<file path="src/design/kva_pkg.sv">
// Shared types and constants of the key scan voice allocator.
`default_nettype none

package kva_pkg;

    // Keyboard and voice geometry
    localparam int NUM_KEYS       = 64;
    localparam int NUM_BANKS      = 4;
    localparam int NUM_CHANNELS   = 8;
    localparam int NUM_ROWS       = 8;
    localparam int ROW_KEYS       = 8;
    localparam int GATE_BANKS     = NUM_BANKS - 1;
    localparam int FIRST_GATE_KEY = 4;

    // Field widths
    localparam int ROW_W  = 3;
    localparam int KEYS_W = 8;
    localparam int BUSY_W = 24;
    localparam int KIND_W = 2;
    localparam int BANK_W = 2;
    localparam int CHAN_W = 3;
    localparam int NOTE_W = 7;
    localparam int WAVE_W = 2;
    localparam int KEY_W  = 6;
    localparam int OCT_W  = 6;
    localparam int KIDX_W = 3;
    localparam int DATA_W = 32;
    localparam int ADDR_W = 2;

    // Queue between front and back
    localparam int QDEPTH = 2;
    localparam int QPTR_W = $clog2(QDEPTH);
    localparam int QCNT_W = $clog2(QDEPTH + 1);

    // Key phase codes
    localparam logic [1:0] PH_UP   = 2'd0;
    localparam logic [1:0] PH_DOWN = 2'd1;
    localparam logic [1:0] PH_HELD = 2'd2;
    localparam logic [1:0] PH_REL  = 2'd3;

    // Event kinds
    localparam logic [KIND_W-1:0] EV_GATE_ON  = 2'd0;
    localparam logic [KIND_W-1:0] EV_GATE_OFF = 2'd1;
    localparam logic [KIND_W-1:0] EV_WAVE     = 2'd2;

    // Register addresses
    localparam logic [ADDR_W-1:0] ADDR_OCTAVE = 2'd0;

    typedef struct packed {
        logic [ROW_W-1:0]  row;
        logic [KEYS_W-1:0] keys;
        logic [BUSY_W-1:0] voice_busy;
    } t_scan;

    typedef struct packed {
        logic [KIND_W-1:0] event_kind;
        logic [BANK_W-1:0] bank;
        logic [CHAN_W-1:0] channel;
        logic [NOTE_W-1:0] note;
        logic [WAVE_W-1:0] wave;
        logic              last;
    } t_event;

    typedef struct packed {
        logic [ROW_W-1:0]    row;
        logic [ROW_KEYS-1:0] press_mask;
        logic [ROW_KEYS-1:0] rel_mask;
        logic [BUSY_W-1:0]   voice_busy;
        logic                wave_vld;
        logic [WAVE_W-1:0]   wave;
    } t_job;

    typedef struct packed {
        logic [BANK_W-1:0] bank;
        logic [CHAN_W-1:0] channel;
    } t_voice;

endpackage

`default_nettype wire

</file>
<file path="src/design/kva_front.sv">
// Front end: key phase machines and classification of one row scan into a job.
`default_nettype none

module kva_front (
    input  wire logic           i_clk,
    input  wire logic           i_rst_n,
    input  wire logic           i_valid,
    input  wire kva_pkg::t_scan i_scan,
    input  wire logic           i_full,
    output logic                o_push,
    output kva_pkg::t_job       o_job
);

    logic [kva_pkg::NUM_ROWS-1:0][kva_pkg::ROW_KEYS-1:0][1:0] r_phase;
    logic [kva_pkg::ROW_KEYS-1:0][1:0]                         n_row;

    assign o_push = i_valid && !i_full;

    always_comb begin
        logic [1:0]              cur;
        logic [1:0]              nxt;
        logic [kva_pkg::KEY_W:0] key;
        logic                    in_range;
        logic                    gate_ok;
        o_job            = '0;
        o_job.row        = i_scan.row;
        o_job.voice_busy = i_scan.voice_busy;
        for (int k = 0; k < kva_pkg::ROW_KEYS; k++) begin
            cur      = r_phase[i_scan.row][k];
            key      = {1'b0, i_scan.row, kva_pkg::KIDX_W'(k)};
            in_range = key < (kva_pkg::KEY_W + 1)'(kva_pkg::NUM_KEYS);
            gate_ok  = in_range && (key >= (kva_pkg::KEY_W + 1)'(kva_pkg::FIRST_GATE_KEY));
            if (cur == kva_pkg::PH_DOWN || cur == kva_pkg::PH_HELD) begin
                nxt = i_scan.keys[k] ? kva_pkg::PH_HELD : kva_pkg::PH_REL;
            end else begin
                nxt = i_scan.keys[k] ? kva_pkg::PH_DOWN : kva_pkg::PH_UP;
            end
            n_row[k]            = in_range ? nxt : cur;
            o_job.press_mask[k] = gate_ok && (nxt == kva_pkg::PH_DOWN);
            o_job.rel_mask[k]   = gate_ok && (nxt == kva_pkg::PH_REL);
        end
        // lowest fresh press among the wave keys wins
        for (int k = kva_pkg::FIRST_GATE_KEY - 1; k >= 0; k--) begin
            if (i_scan.row == '0 && n_row[k] == kva_pkg::PH_DOWN) begin
                o_job.wave_vld = 1'b1;
                o_job.wave     = kva_pkg::WAVE_W'(k);
            end
        end
    end

    always_ff @(posedge i_clk) begin
        if (!i_rst_n) begin
            r_phase <= '0;
        end else if (o_push) begin
            r_phase[i_scan.row] <= n_row;
        end
    end

endmodule

`default_nettype wire

</file>
<file path="src/design/kva_queue.sv">
// Two-entry job queue between the front and back ends.
`default_nettype none

module kva_queue (
    input  wire logic          i_clk,
    input  wire logic          i_rst_n,
    input  wire logic          i_push,
    input  wire kva_pkg::t_job i_job,
    input  wire logic          i_pop,
    output kva_pkg::t_job      o_job,
    output logic               o_full,
    output logic               o_empty
);

    kva_pkg::t_job               r_mem [kva_pkg::QDEPTH];
    logic [kva_pkg::QPTR_W-1:0]  r_wr;
    logic [kva_pkg::QPTR_W-1:0]  r_rd;
    logic [kva_pkg::QCNT_W-1:0]  r_cnt;

    assign o_full  = r_cnt == kva_pkg::QCNT_W'(kva_pkg::QDEPTH);
    assign o_empty = r_cnt == '0;
    assign o_job   = r_mem[r_rd];

    always_ff @(posedge i_clk) begin
        if (!i_rst_n) begin
            r_wr  <= '0;
            r_rd  <= '0;
            r_cnt <= '0;
        end else begin
            if (i_push) begin
                r_wr <= (r_wr == kva_pkg::QPTR_W'(kva_pkg::QDEPTH - 1)) ? '0 : r_wr + 1'b1;
            end
            if (i_pop) begin
                r_rd <= (r_rd == kva_pkg::QPTR_W'(kva_pkg::QDEPTH - 1)) ? '0 : r_rd + 1'b1;
            end
            if (i_push && !i_pop) begin
                r_cnt <= r_cnt + 1'b1;
            end else if (i_pop && !i_push) begin
                r_cnt <= r_cnt - 1'b1;
            end
        end
    end

    always_ff @(posedge i_clk) begin
        if (i_push) begin
            r_mem[r_wr] <= i_job;
        end
    end

endmodule

`default_nettype wire

</file>
<file path="src/design/kva_back.sv">
// Back end: voice allocation, key-to-voice map and event output register.
`default_nettype none

module kva_back (
    input  wire logic                      i_clk,
    input  wire logic                      i_rst_n,
    input  wire logic                      i_job_vld,
    input  wire kva_pkg::t_job             i_job,
    input  wire logic [kva_pkg::OCT_W-1:0] i_octave,
    input  wire logic                      i_stall,
    output logic                           o_pop,
    output logic                           o_valid,
    output kva_pkg::t_event                o_event
);

    localparam int STEP_W = 4;
    localparam logic [STEP_W-1:0] STEP_WAVE  = 4'd0;
    localparam logic [STEP_W-1:0] STEP_KEY0  = 4'd1;
    localparam logic [STEP_W-1:0] STEP_KEYN  = 4'd8;
    localparam logic [STEP_W-1:0] STEP_FLUSH = 4'd9;

    logic [STEP_W-1:0]                                       r_step;
    logic                                                    r_pend_vld;
    kva_pkg::t_event                                         r_pend;
    logic [kva_pkg::GATE_BANKS-1:0][kva_pkg::NUM_CHANNELS-1:0] r_held;
    logic [kva_pkg::NUM_ROWS-1:0][kva_pkg::ROW_KEYS-1:0]     r_vvld;
    kva_pkg::t_voice r_voice [kva_pkg::NUM_ROWS][kva_pkg::ROW_KEYS];
    kva_pkg::t_voice                                         r_cur_v;
    logic                                                    r_out_vld;
    kva_pkg::t_event                                         r_out;

    logic [kva_pkg::KIDX_W-1:0] kidx;
    logic                       is_key;
    logic                       found;
    kva_pkg::t_voice            free_v;
    kva_pkg::t_voice            cur_v;
    logic                       cand_vld;
    logic                       cand_on;
    logic                       cand_off;
    kva_pkg::t_event            cand;
    logic                       slot_free;
    logic                       hold;
    logic                       adv;
    logic                       push;
    kva_pkg::t_event            push_data;
    logic [STEP_W-1:0]          rd_step;
    logic [kva_pkg::KIDX_W-1:0] rd_kidx;

    assign kidx   = kva_pkg::KIDX_W'(r_step - STEP_KEY0);
    assign is_key = (r_step >= STEP_KEY0) && (r_step <= STEP_KEYN);
    assign cur_v  = r_cur_v;

    // Read the voice map one step ahead, so the entry is registered when its key comes up.
    assign rd_step = adv ? ((r_step == STEP_FLUSH) ? STEP_WAVE : r_step + 1'b1) : r_step;
    assign rd_kidx = kva_pkg::KIDX_W'(rd_step - STEP_KEY0);

    // first free voice, bank-major
    always_comb begin
        int   idx;
        logic bsy;
        found  = 1'b0;
        free_v = '0;
        for (int b = 0; b < kva_pkg::GATE_BANKS; b++) begin
            for (int c = 0; c < kva_pkg::NUM_CHANNELS; c++) begin
                idx = b * kva_pkg::NUM_CHANNELS + c;
                bsy = (idx < kva_pkg::BUSY_W) ? i_job.voice_busy[idx] : 1'b0;
                if (!found && !bsy && !r_held[b][c]) begin
                    found          = 1'b1;
                    free_v.bank    = kva_pkg::BANK_W'(b);
                    free_v.channel = kva_pkg::CHAN_W'(c);
                end
            end
        end
    end

    always_comb begin
        cand_on  = is_key && i_job.press_mask[kidx] && found;
        cand_off = is_key && i_job.rel_mask[kidx] && r_vvld[i_job.row][kidx];
        cand_vld = 1'b0;
        cand     = '0;
        if (r_step == STEP_WAVE && i_job.wave_vld) begin
            cand_vld        = 1'b1;
            cand.event_kind = kva_pkg::EV_WAVE;
            cand.wave       = i_job.wave;
        end else if (cand_on) begin
            cand_vld        = 1'b1;
            cand.event_kind = kva_pkg::EV_GATE_ON;
            cand.bank       = free_v.bank;
            cand.channel    = free_v.channel;
            cand.note       = kva_pkg::NOTE_W'({i_job.row, kidx})
                              + kva_pkg::NOTE_W'(i_octave);
        end else if (cand_off) begin
            cand_vld        = 1'b1;
            cand.event_kind = kva_pkg::EV_GATE_OFF;
            cand.bank       = cur_v.bank;
            cand.channel    = cur_v.channel;
        end
    end

    // One result is kept back so that the last one of a scan can be flagged.
    always_comb begin
        slot_free = !r_out_vld || !i_stall;
        if (r_step == STEP_FLUSH) begin
            hold      = r_pend_vld && !slot_free;
            push      = i_job_vld && !hold && r_pend_vld;
            push_data = r_pend;
            push_data.last = 1'b1;
        end else begin
            hold      = cand_vld && r_pend_vld && !slot_free;
            push      = i_job_vld && !hold && cand_vld && r_pend_vld;
            push_data = r_pend;
            push_data.last = 1'b0;
        end
        adv   = i_job_vld && !hold;
        o_pop = adv && (r_step == STEP_FLUSH);
    end

    always_ff @(posedge i_clk) begin
        if (!i_rst_n) begin
            r_step     <= STEP_WAVE;
            r_pend_vld <= 1'b0;
            r_held     <= '0;
            r_vvld     <= '0;
            r_out_vld  <= 1'b0;
        end else begin
            if (adv) begin
                if (r_step == STEP_FLUSH) begin
                    r_step     <= STEP_WAVE;
                    r_pend_vld <= 1'b0;
                end else begin
                    r_step <= r_step + 1'b1;
                    if (cand_vld) begin
                        r_pend_vld <= 1'b1;
                    end
                end
                if (cand_on) begin
                    r_held[free_v.bank][free_v.channel] <= 1'b1;
                    r_vvld[i_job.row][kidx]             <= 1'b1;
                end else if (cand_off) begin
                    r_held[cur_v.bank][cur_v.channel] <= 1'b0;
                    r_vvld[i_job.row][kidx]           <= 1'b0;
                end
            end
            if (push) begin
                r_out_vld <= 1'b1;
            end else if (!i_stall) begin
                r_out_vld <= 1'b0;
            end
        end
    end

    always_ff @(posedge i_clk) begin
        if (adv && r_step != STEP_FLUSH && cand_vld) begin
            r_pend <= cand;
        end
        if (adv && cand_on) begin
            r_voice[i_job.row][kidx] <= free_v;
        end
        r_cur_v <= r_voice[i_job.row][rd_kidx];
        if (push) begin
            r_out <= push_data;
        end
    end

    assign o_valid = r_out_vld;
    assign o_event = r_out;

endmodule

`default_nettype wire

</file>
<file path="src/design/key_scan_voice_allocator_core.sv">
// Top level of the key scan voice allocator: front end, job queue, back end, register port.
//
//   channel   direction  handshake          beat payload
//   scan      in         i_valid / o_stall  i_scan  (row, keys, voice_busy)
//   event     out        o_valid / i_stall  o_event (event_kind, bank, channel, note, wave, last)
//   config    in         APB write/read     octave_offset at byte address 0
//
// The front end takes one scan beat per cycle while the two-entry job queue has room.
// The back end walks each scan through one wave step, one step per key of the row and
// one flush step that emits the held-back final event; output stalls hold the walk.
// Reset (i_rst_n low, synchronous) clears key phases, voice map, owned voices, queue.
// Stalls on the event side back up into the queue and then raise o_stall.
`default_nettype none

module key_scan_voice_allocator_core (
    input  wire logic                        i_clk,
    input  wire logic                        i_rst_n,
    input  wire logic                        i_valid,
    output logic                             o_stall,
    input  wire kva_pkg::t_scan              i_scan,
    output logic                             o_valid,
    input  wire logic                        i_stall,
    output kva_pkg::t_event                  o_event,
    input  wire logic                        psel,
    input  wire logic                        penable,
    input  wire logic                        pwrite,
    input  wire logic [kva_pkg::ADDR_W-1:0]  paddr,
    input  wire logic [kva_pkg::DATA_W-1:0]  pwdata,
    output logic [kva_pkg::DATA_W-1:0]       prdata,
    output logic                             pready
);

    logic [kva_pkg::OCT_W-1:0] r_octave;
    logic                      q_push;
    kva_pkg::t_job             q_in;
    kva_pkg::t_job             q_out;
    logic                      q_full;
    logic                      q_empty;
    logic                      q_pop;

    // Register port: zero wait states, octave offset is the only register.
    assign pready = 1'b1;
    assign prdata = (paddr == kva_pkg::ADDR_OCTAVE) ? kva_pkg::DATA_W'(r_octave) : '0;

    always_ff @(posedge i_clk) begin
        if (!i_rst_n) begin
            r_octave <= '0;
        end else if (psel && penable && pwrite && pready && paddr == kva_pkg::ADDR_OCTAVE) begin
            r_octave <= pwdata[kva_pkg::OCT_W-1:0];
        end
    end

    // Front end: advance key phases and classify the row into a job.
    kva_front u_front (
        .i_clk   (i_clk),
        .i_rst_n (i_rst_n),
        .i_valid (i_valid),
        .i_scan  (i_scan),
        .i_full  (q_full),
        .o_push  (q_push),
        .o_job   (q_in)
    );

    assign o_stall = q_full;

    // Decouple the two ends so either can stall on its own.
    kva_queue u_queue (
        .i_clk   (i_clk),
        .i_rst_n (i_rst_n),
        .i_push  (q_push),
        .i_job   (q_in),
        .i_pop   (q_pop),
        .o_job   (q_out),
        .o_full  (q_full),
        .o_empty (q_empty)
    );

    // Back end: allocate and free voices, emit events one key at a time.
    kva_back u_back (
        .i_clk     (i_clk),
        .i_rst_n   (i_rst_n),
        .i_job_vld (!q_empty),
        .i_job     (q_out),
        .i_octave  (r_octave),
        .i_stall   (i_stall),
        .o_pop     (q_pop),
        .o_valid   (o_valid),
        .o_event   (o_event)
    );

endmodule

`default_nettype wire

</file>
<file path="config.mk">
export PLATFORM = sky130hd
export DESIGN_NAME = key_scan_voice_allocator_core
export DESIGN_NICKNAME = d
export VERILOG_FILES = /design/src/design/kva_pkg.sv /design/src/design/kva_front.sv /design/src/design/kva_queue.sv /design/src/design/kva_back.sv /design/src/design/key_scan_voice_allocator_core.sv
export SDC_FILE = /design/constraint.sdc
export NUM_CORES = 1
export LEC_CHECK = 0
export BUFFER_PORTS_ARGS = -buffer_cell sky130_fd_sc_hd__buf_2
export CAP_MARGIN = 20
export CORE_MARGIN = 3
export CORE_UTILIZATION = 35
export CTS_CLUSTER_SIZE = 14
export DETAILED_ROUTE_END_ITERATION = 16
export GPL_TIMING_DRIVEN = 0
export PLACE_DENSITY = 0.59
export SLEW_MARGIN = 10
export SYNTH_ARGS = -nofsm -noshare
export SYNTH_HDL_FRONTEND = slang
export SYNTH_SLANG_ARGS = --single-unit
export TNS_END_PERCENT = 20
</file>
<file path="constraint.sdc">
create_clock -name i_clk -period 6.1 [get_ports i_clk]
set_input_delay 0.915 -clock i_clk [delete_from_list [all_inputs] [get_ports i_clk]]
set_output_delay 0.915 -clock i_clk [all_outputs]
set_load 0.1 [all_outputs]
</file>
==> results.ini, run 1 <==
[timing]
finalSetupTns_ns=0
timing_hold_violations_final=0
final-setup-viol-count=0
max_freq_mhz=168
post-route-worst-setup-slack_ns=0.135
fin_skew_ns=0.0273
slew_headroom_pct=17.3
final_max_slew_viol_count=0
final.period_utilization_pct=97.8
max_slew.worst_pin.slew_ns=1.24
final_min_period_ns=5.97
grt_setup_unrepaired=false
final_layout_worst_hold_slack_ns=0.418

[detailed_routing]
ant_nets=0
routedWlPerCell_um=26.7
routed.top_layer=met4
vias=21600
postRouteWirelength_um=100000
detailedRoute.firstIterationViolations=2691
drt_drc_violations_left=0
amount_of_wire_on_met2_after_detailed_routing_um=46300
dr_wl_met3_um=9490
wl_met1_um=40400
avgViaCountPerCell=5.78
drtPass1Iterations=10

[global_route]
grt_start_max_net_pins=45
globalRoute.totalOverflow=0
grt_usage_pct=23.0
first_global_vias=21200
grt_first_pass_wirelength_um=145000
grt_antenna_before_repair=3

[logic_synthesis]
synthMostInstantiatedCell=sky130_fd_sc_hd__edfxtp_1
synth_cell_type_count=95
synth-edff-count=445
synth-async-reset-ratio_pct=0
main_combinational_cell_family_by_area_after_synthesis=compound AO/OA/AOI/OAI gates
yosys.area_share.adder_pct=1.34
synthesis.instances=2425
dominantRegCellSynth=sky130_fd_sc_hd__edfxtp_1
seq_area_frac_synth_pct=63.6
yosys.area.top_type_share_pct=46.9
synth_area_leader_cell=sky130_fd_sc_hd__edfxtp_1
area_contributors_post_synth=sky130_fd_sc_hd__edfxtp_1 (47%), sky130_fd_sc_hd__dfxtp_1 (17%), sky130_fd_sc_hd__a211oi_1 (3.6%)
ys.warnings.count=0
synth_seq_cells=683
yosys-mux-area-fraction_pct=3.73
synth-compound-area-share_pct=15.9
synth_simple_gate_area_share_pct=10.6
synth_commonest_cells=sky130_fd_sc_hd__edfxtp_1 (445), sky130_fd_sc_hd__nor2_1 (253), sky130_fd_sc_hd__dfxtp_1 (238)
post_synthesis_cell_area_um2=28500
synth_area_per_cell_um2=11.8
synthXorXnorAreaFrac_pct=0.588

[die]
die_height_um=291
fp.dieArea_um2=84900
die_width_um=291
top_level_ports=128
initial_utilization_pct=35.3
placement_rows=104
core_footprint_um2=80700

[setup_path]
critPathCaptureType=flip-flop
crit_path_max_fanout=10
crit_arrival_ns=6.46
crit_path_start_kind=flip-flop
worstPathRequired_ns=6.59
criticalPathCategory=reg2reg

[clock_network]
cts_inserted_buffers=75
cts.reportedPaths.clkPinSlew_ns=0.06
ctsRootBufferMaster=sky130_fd_sc_hd__clkbuf_16
clock-sinks=683
clock_tree_from_tritoncts=built
cts-root-to-sink-buffers=3
insertion_delay_ns=0.64
ctsHoldBuffers=0
clock_tree.htree_level_count=3

[placement]
dpl.hpwl_um=70200
place_congestion=0.950
port_buffers=73
place_ws_ns=-1.44

[layout]
fill_cells=7673
area.growth.synth_to_final_pct=16.4
final_net_count=2729
final_layout_size_suffix_gt1_share_pct=12.6
insertedDiodeCount=0

[job]
cap_violations=0

[power_and_ir_drop]
power.density_cell_area_nw_per_um2=361
peakVddDrop_v=0.000238
p_leak_nw=11.7
power.total_mw=12.0

[outcome]
run_status=finished, final reports clean

[hold_path]
timing.hold.worst.class=reg2reg

[path summary, 6_finish.rpt]
check,start,to,slack (ns),cells after the start
max reg2reg,flip-flop,u_back.cur_v[0],0.13,20
min,u_back.r_pend[5],u_back.o_event[5],0.42,0
min reg2reg,u_back.r_pend[5],u_back.o_event[5],0.42,0
max,flip-flop,u_back.cur_v[0],0.13,20
[state kept, by name (all words and copies together), names as in the netlist, named ones only]
signal / cells
u_back.r_pend: 16
u_queue.r_wr: 1
u_queue.r_mem: 92
u_back.o_event: 17
u_back.r_held: 24
u_queue.r_rd: 1
u_back.r_pend_vld: 1
r_octave: 6
u_back.r_step: 4
u_back.r_voice: 320
u_front.r_phase: 128
u_queue.r_cnt: 2
u_back.o_valid: 1
u_back.cur_v: 5
[report_power, final]
| group | total [mW] | switching [mW] | internal (mW) |
|---|---|---|---|
| Combinational | 2.29 | 1.67 | 0.617 |
| Clock | 4.50 | 1.91 | 2.60 |
| Sequential | 5.19 | 0.0666 | 5.12 |
[layout by cell type, fill, tap and decap left out, drive strengths merged, types with 17 or more instances in the layout]
master	n
buf	164
nand2	221
edfxtp	445
inv	86
o21ai	84
nor2b	17
a22oi	85
conb	27
clkinv	22
a21oi	147
nand3	41
nor2	255
a22o	24
a221oi	28
a211oi	138
mux2	19
and2	22
ha	29
mux2i	59
nor3	43
dfxtp	238
clkbuf	219
[metrics by stage]
step | utilization (%) | cell area (um2) | cells
floorplan | - | 28600 | 2450
CTS | 41.0 | 33000 | 3729
finish | 41.1 | 33200 | 3739
detailed placement | 37.9 | 30600 | 3597
global route | 41.1 | 33200 | 3739
global placement | 37.6 | 30300 | 3583
[final cells by class]
| cell class | instances | area (um2) | area share (%) |
|---|---|---|---|
| Clock buffer | 97 | 2000 | 6.03 |
| Timing Repair Buffer | 97 | 698 | 2.10 |
| Clock inverter | 36 | 412 | 1.24 |
| Inverter | 83 | 318 | 0.958 |
| Sequential cell | 683 | 18100 | 54.6 |
| Buffer | 189 | 900 | 2.71 |
| Tap cell | 1060 | 1330 | 4.00 |
| Multi-Input combinational cell | 1494 | 9400 | 28.3 |
[worst max-delay path, stage by stage, from the launching register on]
cell and delay [ns]:
sky130_fd_sc_hd__dfxtp_1 0.32, sky130_fd_sc_hd__buf_6 0.14, sky130_fd_sc_hd__mux2i_4 0.47, sky130_fd_sc_hd__inv_4 0.18, sky130_fd_sc_hd__buf_2 0.25, sky130_fd_sc_hd__nor2_1 0.70, sky130_fd_sc_hd__nand3_1 0.20, sky130_fd_sc_hd__a31oi_1 0.25
sky130_fd_sc_hd__a2111oi_2 0.08, sky130_fd_sc_hd__nand3_2 0.14, sky130_fd_sc_hd__buf_6 0.16, sky130_fd_sc_hd__a211oi_2 0.09, sky130_fd_sc_hd__nor3b_4 0.31, sky130_fd_sc_hd__buf_4 0.30, sky130_fd_sc_hd__inv_1 0.09, sky130_fd_sc_hd__ha_1 0.50
sky130_fd_sc_hd__buf_2 0.45, sky130_fd_sc_hd__nand4_1 0.12, sky130_fd_sc_hd__o21ai_0 0.45, sky130_fd_sc_hd__mux2i_1 0.25, sky130_fd_sc_hd__mux2_4 0.36
[cell families after synthesis]
kind of cell / count (synthesis)
xor gates and xnor gates: 17
muxes: 88
other: 2
DFF: 683
AOI/OAI and AO/OA: 654
buffers and inverters: 273
adders and majority gates: 30
and+or+nand+nor: 678
[repair_timing]
action,CTS,global route
endpoints found under the setup margin,5,5
resized for setup,13,18
buffers inserted,0,3
pin swaps,0,1
[per-layer routing]
| layer | up-vias | track usage, % |
|---|---|---|
| met5 | - | 0 |
| met4 | 0 | 8.64 |
| met3 | 246 | 4.18 |
| met2 | 1249 | 36.9 |
| met1 | 10700 | 31.0 |
| li1 | 9415 | - |
Note: power is estimated with default switching activity, not from simulation.
==> run 2: changes to the inputs <==
CELL_PAD_IN_SITES_DETAIL_PLACEMENT = 1   (was default)
CELL_PAD_IN_SITES_GLOBAL_PLACEMENT = 2   (was default)
CORE_UTILIZATION = 38   (was 35)
PLACE_DENSITY = 0.84   (was 0.59)
clock period = 5.18 ns   (was 6.1 ns; I/O delays follow)
==> run 2 against run 1 <==
Non-clock buffer count rose by 18; die area fell by 7.7%; clock power up 21%; flip-flop and latch count unchanged; final cell count down 2.2%; first-iteration DRC count decreased by 10%; critical path depth up 3; wire length rose by 5.8%; combinational power grew 30%; sequential share of layout area down 0.46 points; core utilization is 4.3 points higher; via count grew 2.3%; critical endpoint is now u_back.cur_v[3]; largest cell class unchanged; highest routed layer is now met5.
==> results.ini, run 2 (same netlist as run 1, synthesis figures left out) <==
[outcome]
run_status=finished, final reports clean  ; unchanged

[layout]
layout.core_utilization_pct=45.4  ; was 41.1%
top_regs=u_back.r_voice: 320 flops, u_front.r_phase: 128 flops, u_queue.r_mem: 92 flops  ; unchanged
insertedDiodeCount=0  ; unchanged
area.growth.synth_to_final_pct=17.4  ; was 16.4%
final_net_count=2747  ; was 2729
top_reg_by_flops=u_back.r_voice  ; unchanged
largest_register_ff_count=320  ; unchanged
final_common_cell=sky130_fd_sc_hd__edfxtp_1  ; unchanged
stdcell_count=3658  ; was 3739
final_layout_size_suffix_gt1_share_pct=14.1  ; was 12.6%
final_cell_mix=sky130_fd_sc_hd__edfxtp_1 (445), sky130_fd_sc_hd__nor2_1 (243), sky130_fd_sc_hd__dfxtp_1 (238)  ; was sky130_fd_sc_hd__edfxtp_1 (445), sky130_fd_sc_hd__nor2_1 (247), sky130_fd_sc_hd__dfxtp_1 (238)

[setup_path]
critPathSlowestCell=sky130_fd_sc_hd__dfxtp_1  ; was sky130_fd_sc_hd__nor2_1
slowest_delay_ns=0.39  ; was 0.70 ns
crit_path_start_kind=flip-flop  ; unchanged
crit_arrival_ns=5.57  ; was 6.46 ns
r2r_cells=23  ; was 20
regToRegSetupSlack_ns=0.11  ; was 0.13 ns
critPathCaptureType=flip-flop  ; unchanged
criticalPathCategory=reg2reg  ; unchanged
crit_path_max_fanout=10  ; unchanged
worstReg2RegStart=u_back.r_step[0]
worstPathRequired_ns=5.68  ; was 6.59 ns
critical_path.cell_chain=clkbuf_8 > clkinvlp_4 > ha_1 > xnor2_2 > buf_4 > nand2_4 > o221ai_2 > or3_1 > a221oi_2 > nand3_2 > buf_6 > nand3b_1 > nor3b_4 > buf_6 > inv_1 > ha_4 > clkbuf_16 > clkbuf_8 > nand4_1 > a21oi_1 > a31oi_1 > mux2i_1 > mux2i_2  ; was buf_6 > mux2i_4 > inv_4 > buf_2 > nor2_1 > nand3_1 > a31oi_1 > a2111oi_2 > nand3_2 > buf_6 > a211oi_2 > nor3b_4 > buf_4 > inv_1 > ha_1 > buf_2 > nand4_1 > o21ai_0 > mux2i_1 > mux2_4
crit_end=u_back.cur_v[3]  ; was u_back.cur_v[0]
regToRegEndpoint=u_back.cur_v[3]  ; was u_back.cur_v[0]
worstSetupStartpoint=u_back.r_step[0]

[die]
die_width_um=280  ; was 291 um
initial_utilization_pct=38.7  ; was 35.3%
fp.dieArea_um2=78400  ; was 84900 um2
core_footprint_um2=73700  ; was 80700 um2
top_level_ports=128  ; unchanged
die_height_um=280  ; was 291 um
placement_rows=99  ; was 104

[global_route]
global_route.usage.met2_pct=43.8  ; was 36.9%
grt_start_max_net_pins=55  ; was 45
globalRoute.totalOverflow=0  ; unchanged
grt_usage_pct=26.6  ; was 23.0%
grt_antenna_before_repair=3  ; unchanged
global_route.usage.met3_pct=5.07  ; was 4.18%
first_global_vias=22600  ; was 21200
gr-max-usage-layer=met2  ; unchanged
grt_first_pass_wirelength_um=154000  ; was 145000 um
use_met1_pct=34.6  ; was 31.0%

[detailed_routing]
detailedRoute.firstIterationViolations=2418  ; was 2691
ant_nets=0  ; unchanged
drtPass1Iterations=6  ; was 10
drt_drc_violations_left=0  ; unchanged
routedWlPerCell_um=28.9  ; was 26.7 um
postRouteWirelength_um=106000  ; was 100000 um
avgViaCountPerCell=6.04  ; was 5.78
vias=22100  ; was 21600

[clock_network]
cts_inserted_buffers=75  ; unchanged
clock-sinks=683  ; unchanged
ctsRootBufferMaster=sky130_fd_sc_hd__clkbuf_16  ; unchanged
ctsHoldBuffers=0  ; unchanged
cts.reportedPaths.clkPinSlew_ns=0.06  ; about the same
insertion_delay_ns=0.63  ; was 0.64 ns
cts-root-to-sink-buffers=3  ; unchanged
clock_tree.htree_level_count=3  ; unchanged
clock_tree_from_tritoncts=built  ; unchanged

[timing]
final.period_utilization_pct=97.8  ; about the same
timing_hold_violations_final=0  ; unchanged
slew_headroom_pct=19.2  ; was 17.3%
post-route-worst-setup-slack_ns=0.111  ; was 0.135 ns
max_slew.worst_pin.slew_ns=1.21  ; was 1.24 ns
final_layout_worst_hold_slack_ns=0.345  ; was 0.418 ns
max_freq_mhz=197  ; was 168 MHz
final-setup-viol-count=0  ; unchanged
final_max_slew_viol_count=0  ; unchanged
final_min_period_ns=5.07  ; was 5.97 ns
fin_skew_ns=0.0220  ; was 0.0273 ns

[power_and_ir_drop]
power.density_cell_area_nw_per_um2=435  ; was 361 nW/um2
peakVddDrop_v=0.000267  ; was 0.000238 V
p_leak_nw=11.9  ; was 11.7 nW

[placement]
place_congestion=0.925  ; was 0.950
place_ws_ns=-2.96  ; was -1.44 ns
dp.cells=3503  ; was 3597
dpl.hpwl_um=74400  ; was 70200 um
port_buffers=73  ; unchanged

[job]
cap_violations=0  ; unchanged

[hold_path]
timing.hold.worst.class=in2reg  ; was reg2reg

## run 2: changes by cell type in the layout (fill, tap and decap cells not counted), moves of 4 or more
cell / change
sky130_fd_sc_hd__buf_4: +17
sky130_fd_sc_hd__clkbuf_8: +8
sky130_fd_sc_hd__clkbuf_1: -7
sky130_fd_sc_hd__clkinv_1: +4
sky130_fd_sc_hd__nor2_1: -4
sky130_fd_sc_hd__nor2_4: +4
## run 2: worst min-delay path by stage
stage / start / to / slack [ns] / cells past startpoint
floorplan: u_back.r_pend[10] / u_back.o_event[10] / 0.40 / 0
global placement: u_back.r_pend[7] / u_back.o_event[7] / 0.41 / 0
detailed placement: u_back.r_pend[4] / u_back.o_event[4] / 0.41 / 0
CTS: i_scan[14] / u_queue.r_mem[0][17] / 0.31 / 1
global route: i_scan[0] / u_queue.r_mem[1][3] / 0.33 / 1
finish: i_scan[0] / u_queue.r_mem[1][3] / 0.35 / 1
## run 2: power breakdown
| group | leakage [nW] | internal (mW) | switching, mW |
|---|---|---|---|
| clock network | 1.21 | 3.19 | 2.27 |
| registers | 6.36 | 6.03 | 0.0751 |
| logic | 4.30 | 0.857 | 2.13 |
| total | 11.9 | 10.1 | 4.47 |
## run 2: per-layer routing
metal / vias to the layer above / part of all wire [%]
li1: 9460 / -
met5: - / 0.046
met2: 1061 / 47
met3: 239 / 8.3
met4: 4 / 4.4
met1: 11300 / 40
## run 2: critical path, delay by kind of cell, from the launching register on
kind | cells | cell delay (ns)
buffers and inverters | 8 | 1.39
and+or+nand+nor | 6 | 1.13
AOI/OAI and AO/OA | 4 | 0.83
adders and majority gates | 2 | 0.58
muxes | 2 | 0.47
DFF | 1 | 0.39
xor gates and xnor gates | 1 | 0.15
## run 2: timing repair
item | 4_1_cts | 5_1_grt
endpoints found under the setup margin | 60 | 12
resized for setup | 59 | 17
pin swaps | 2 | 2
cloned | 0 | 0
hold endpoints to repair | 0 | 0
setup buffers | 8 | 10
## run 2: cell type report
cell class                 instances  area (um2)
sequential                       683       18100
tap                              959        1200
clock buffer                      99        2080
timing repair buffer             115         833
inverter                          83         322
buffer                           189         966
multi-input combinational       1494        9530
fill                            7757       40200
clock inverter                    36         398
## run 2: through the flow
step                power (mW)  setup TNS [ns]  area, um2
floorplan                 7.71               0      28600
global placement          8.77         -144.42      30200
detailed placement        8.86          -15.82      30500
CTS                       14.4               0      33300
global route              14.9        -0.00118      33500
finish                    14.5               0      33500
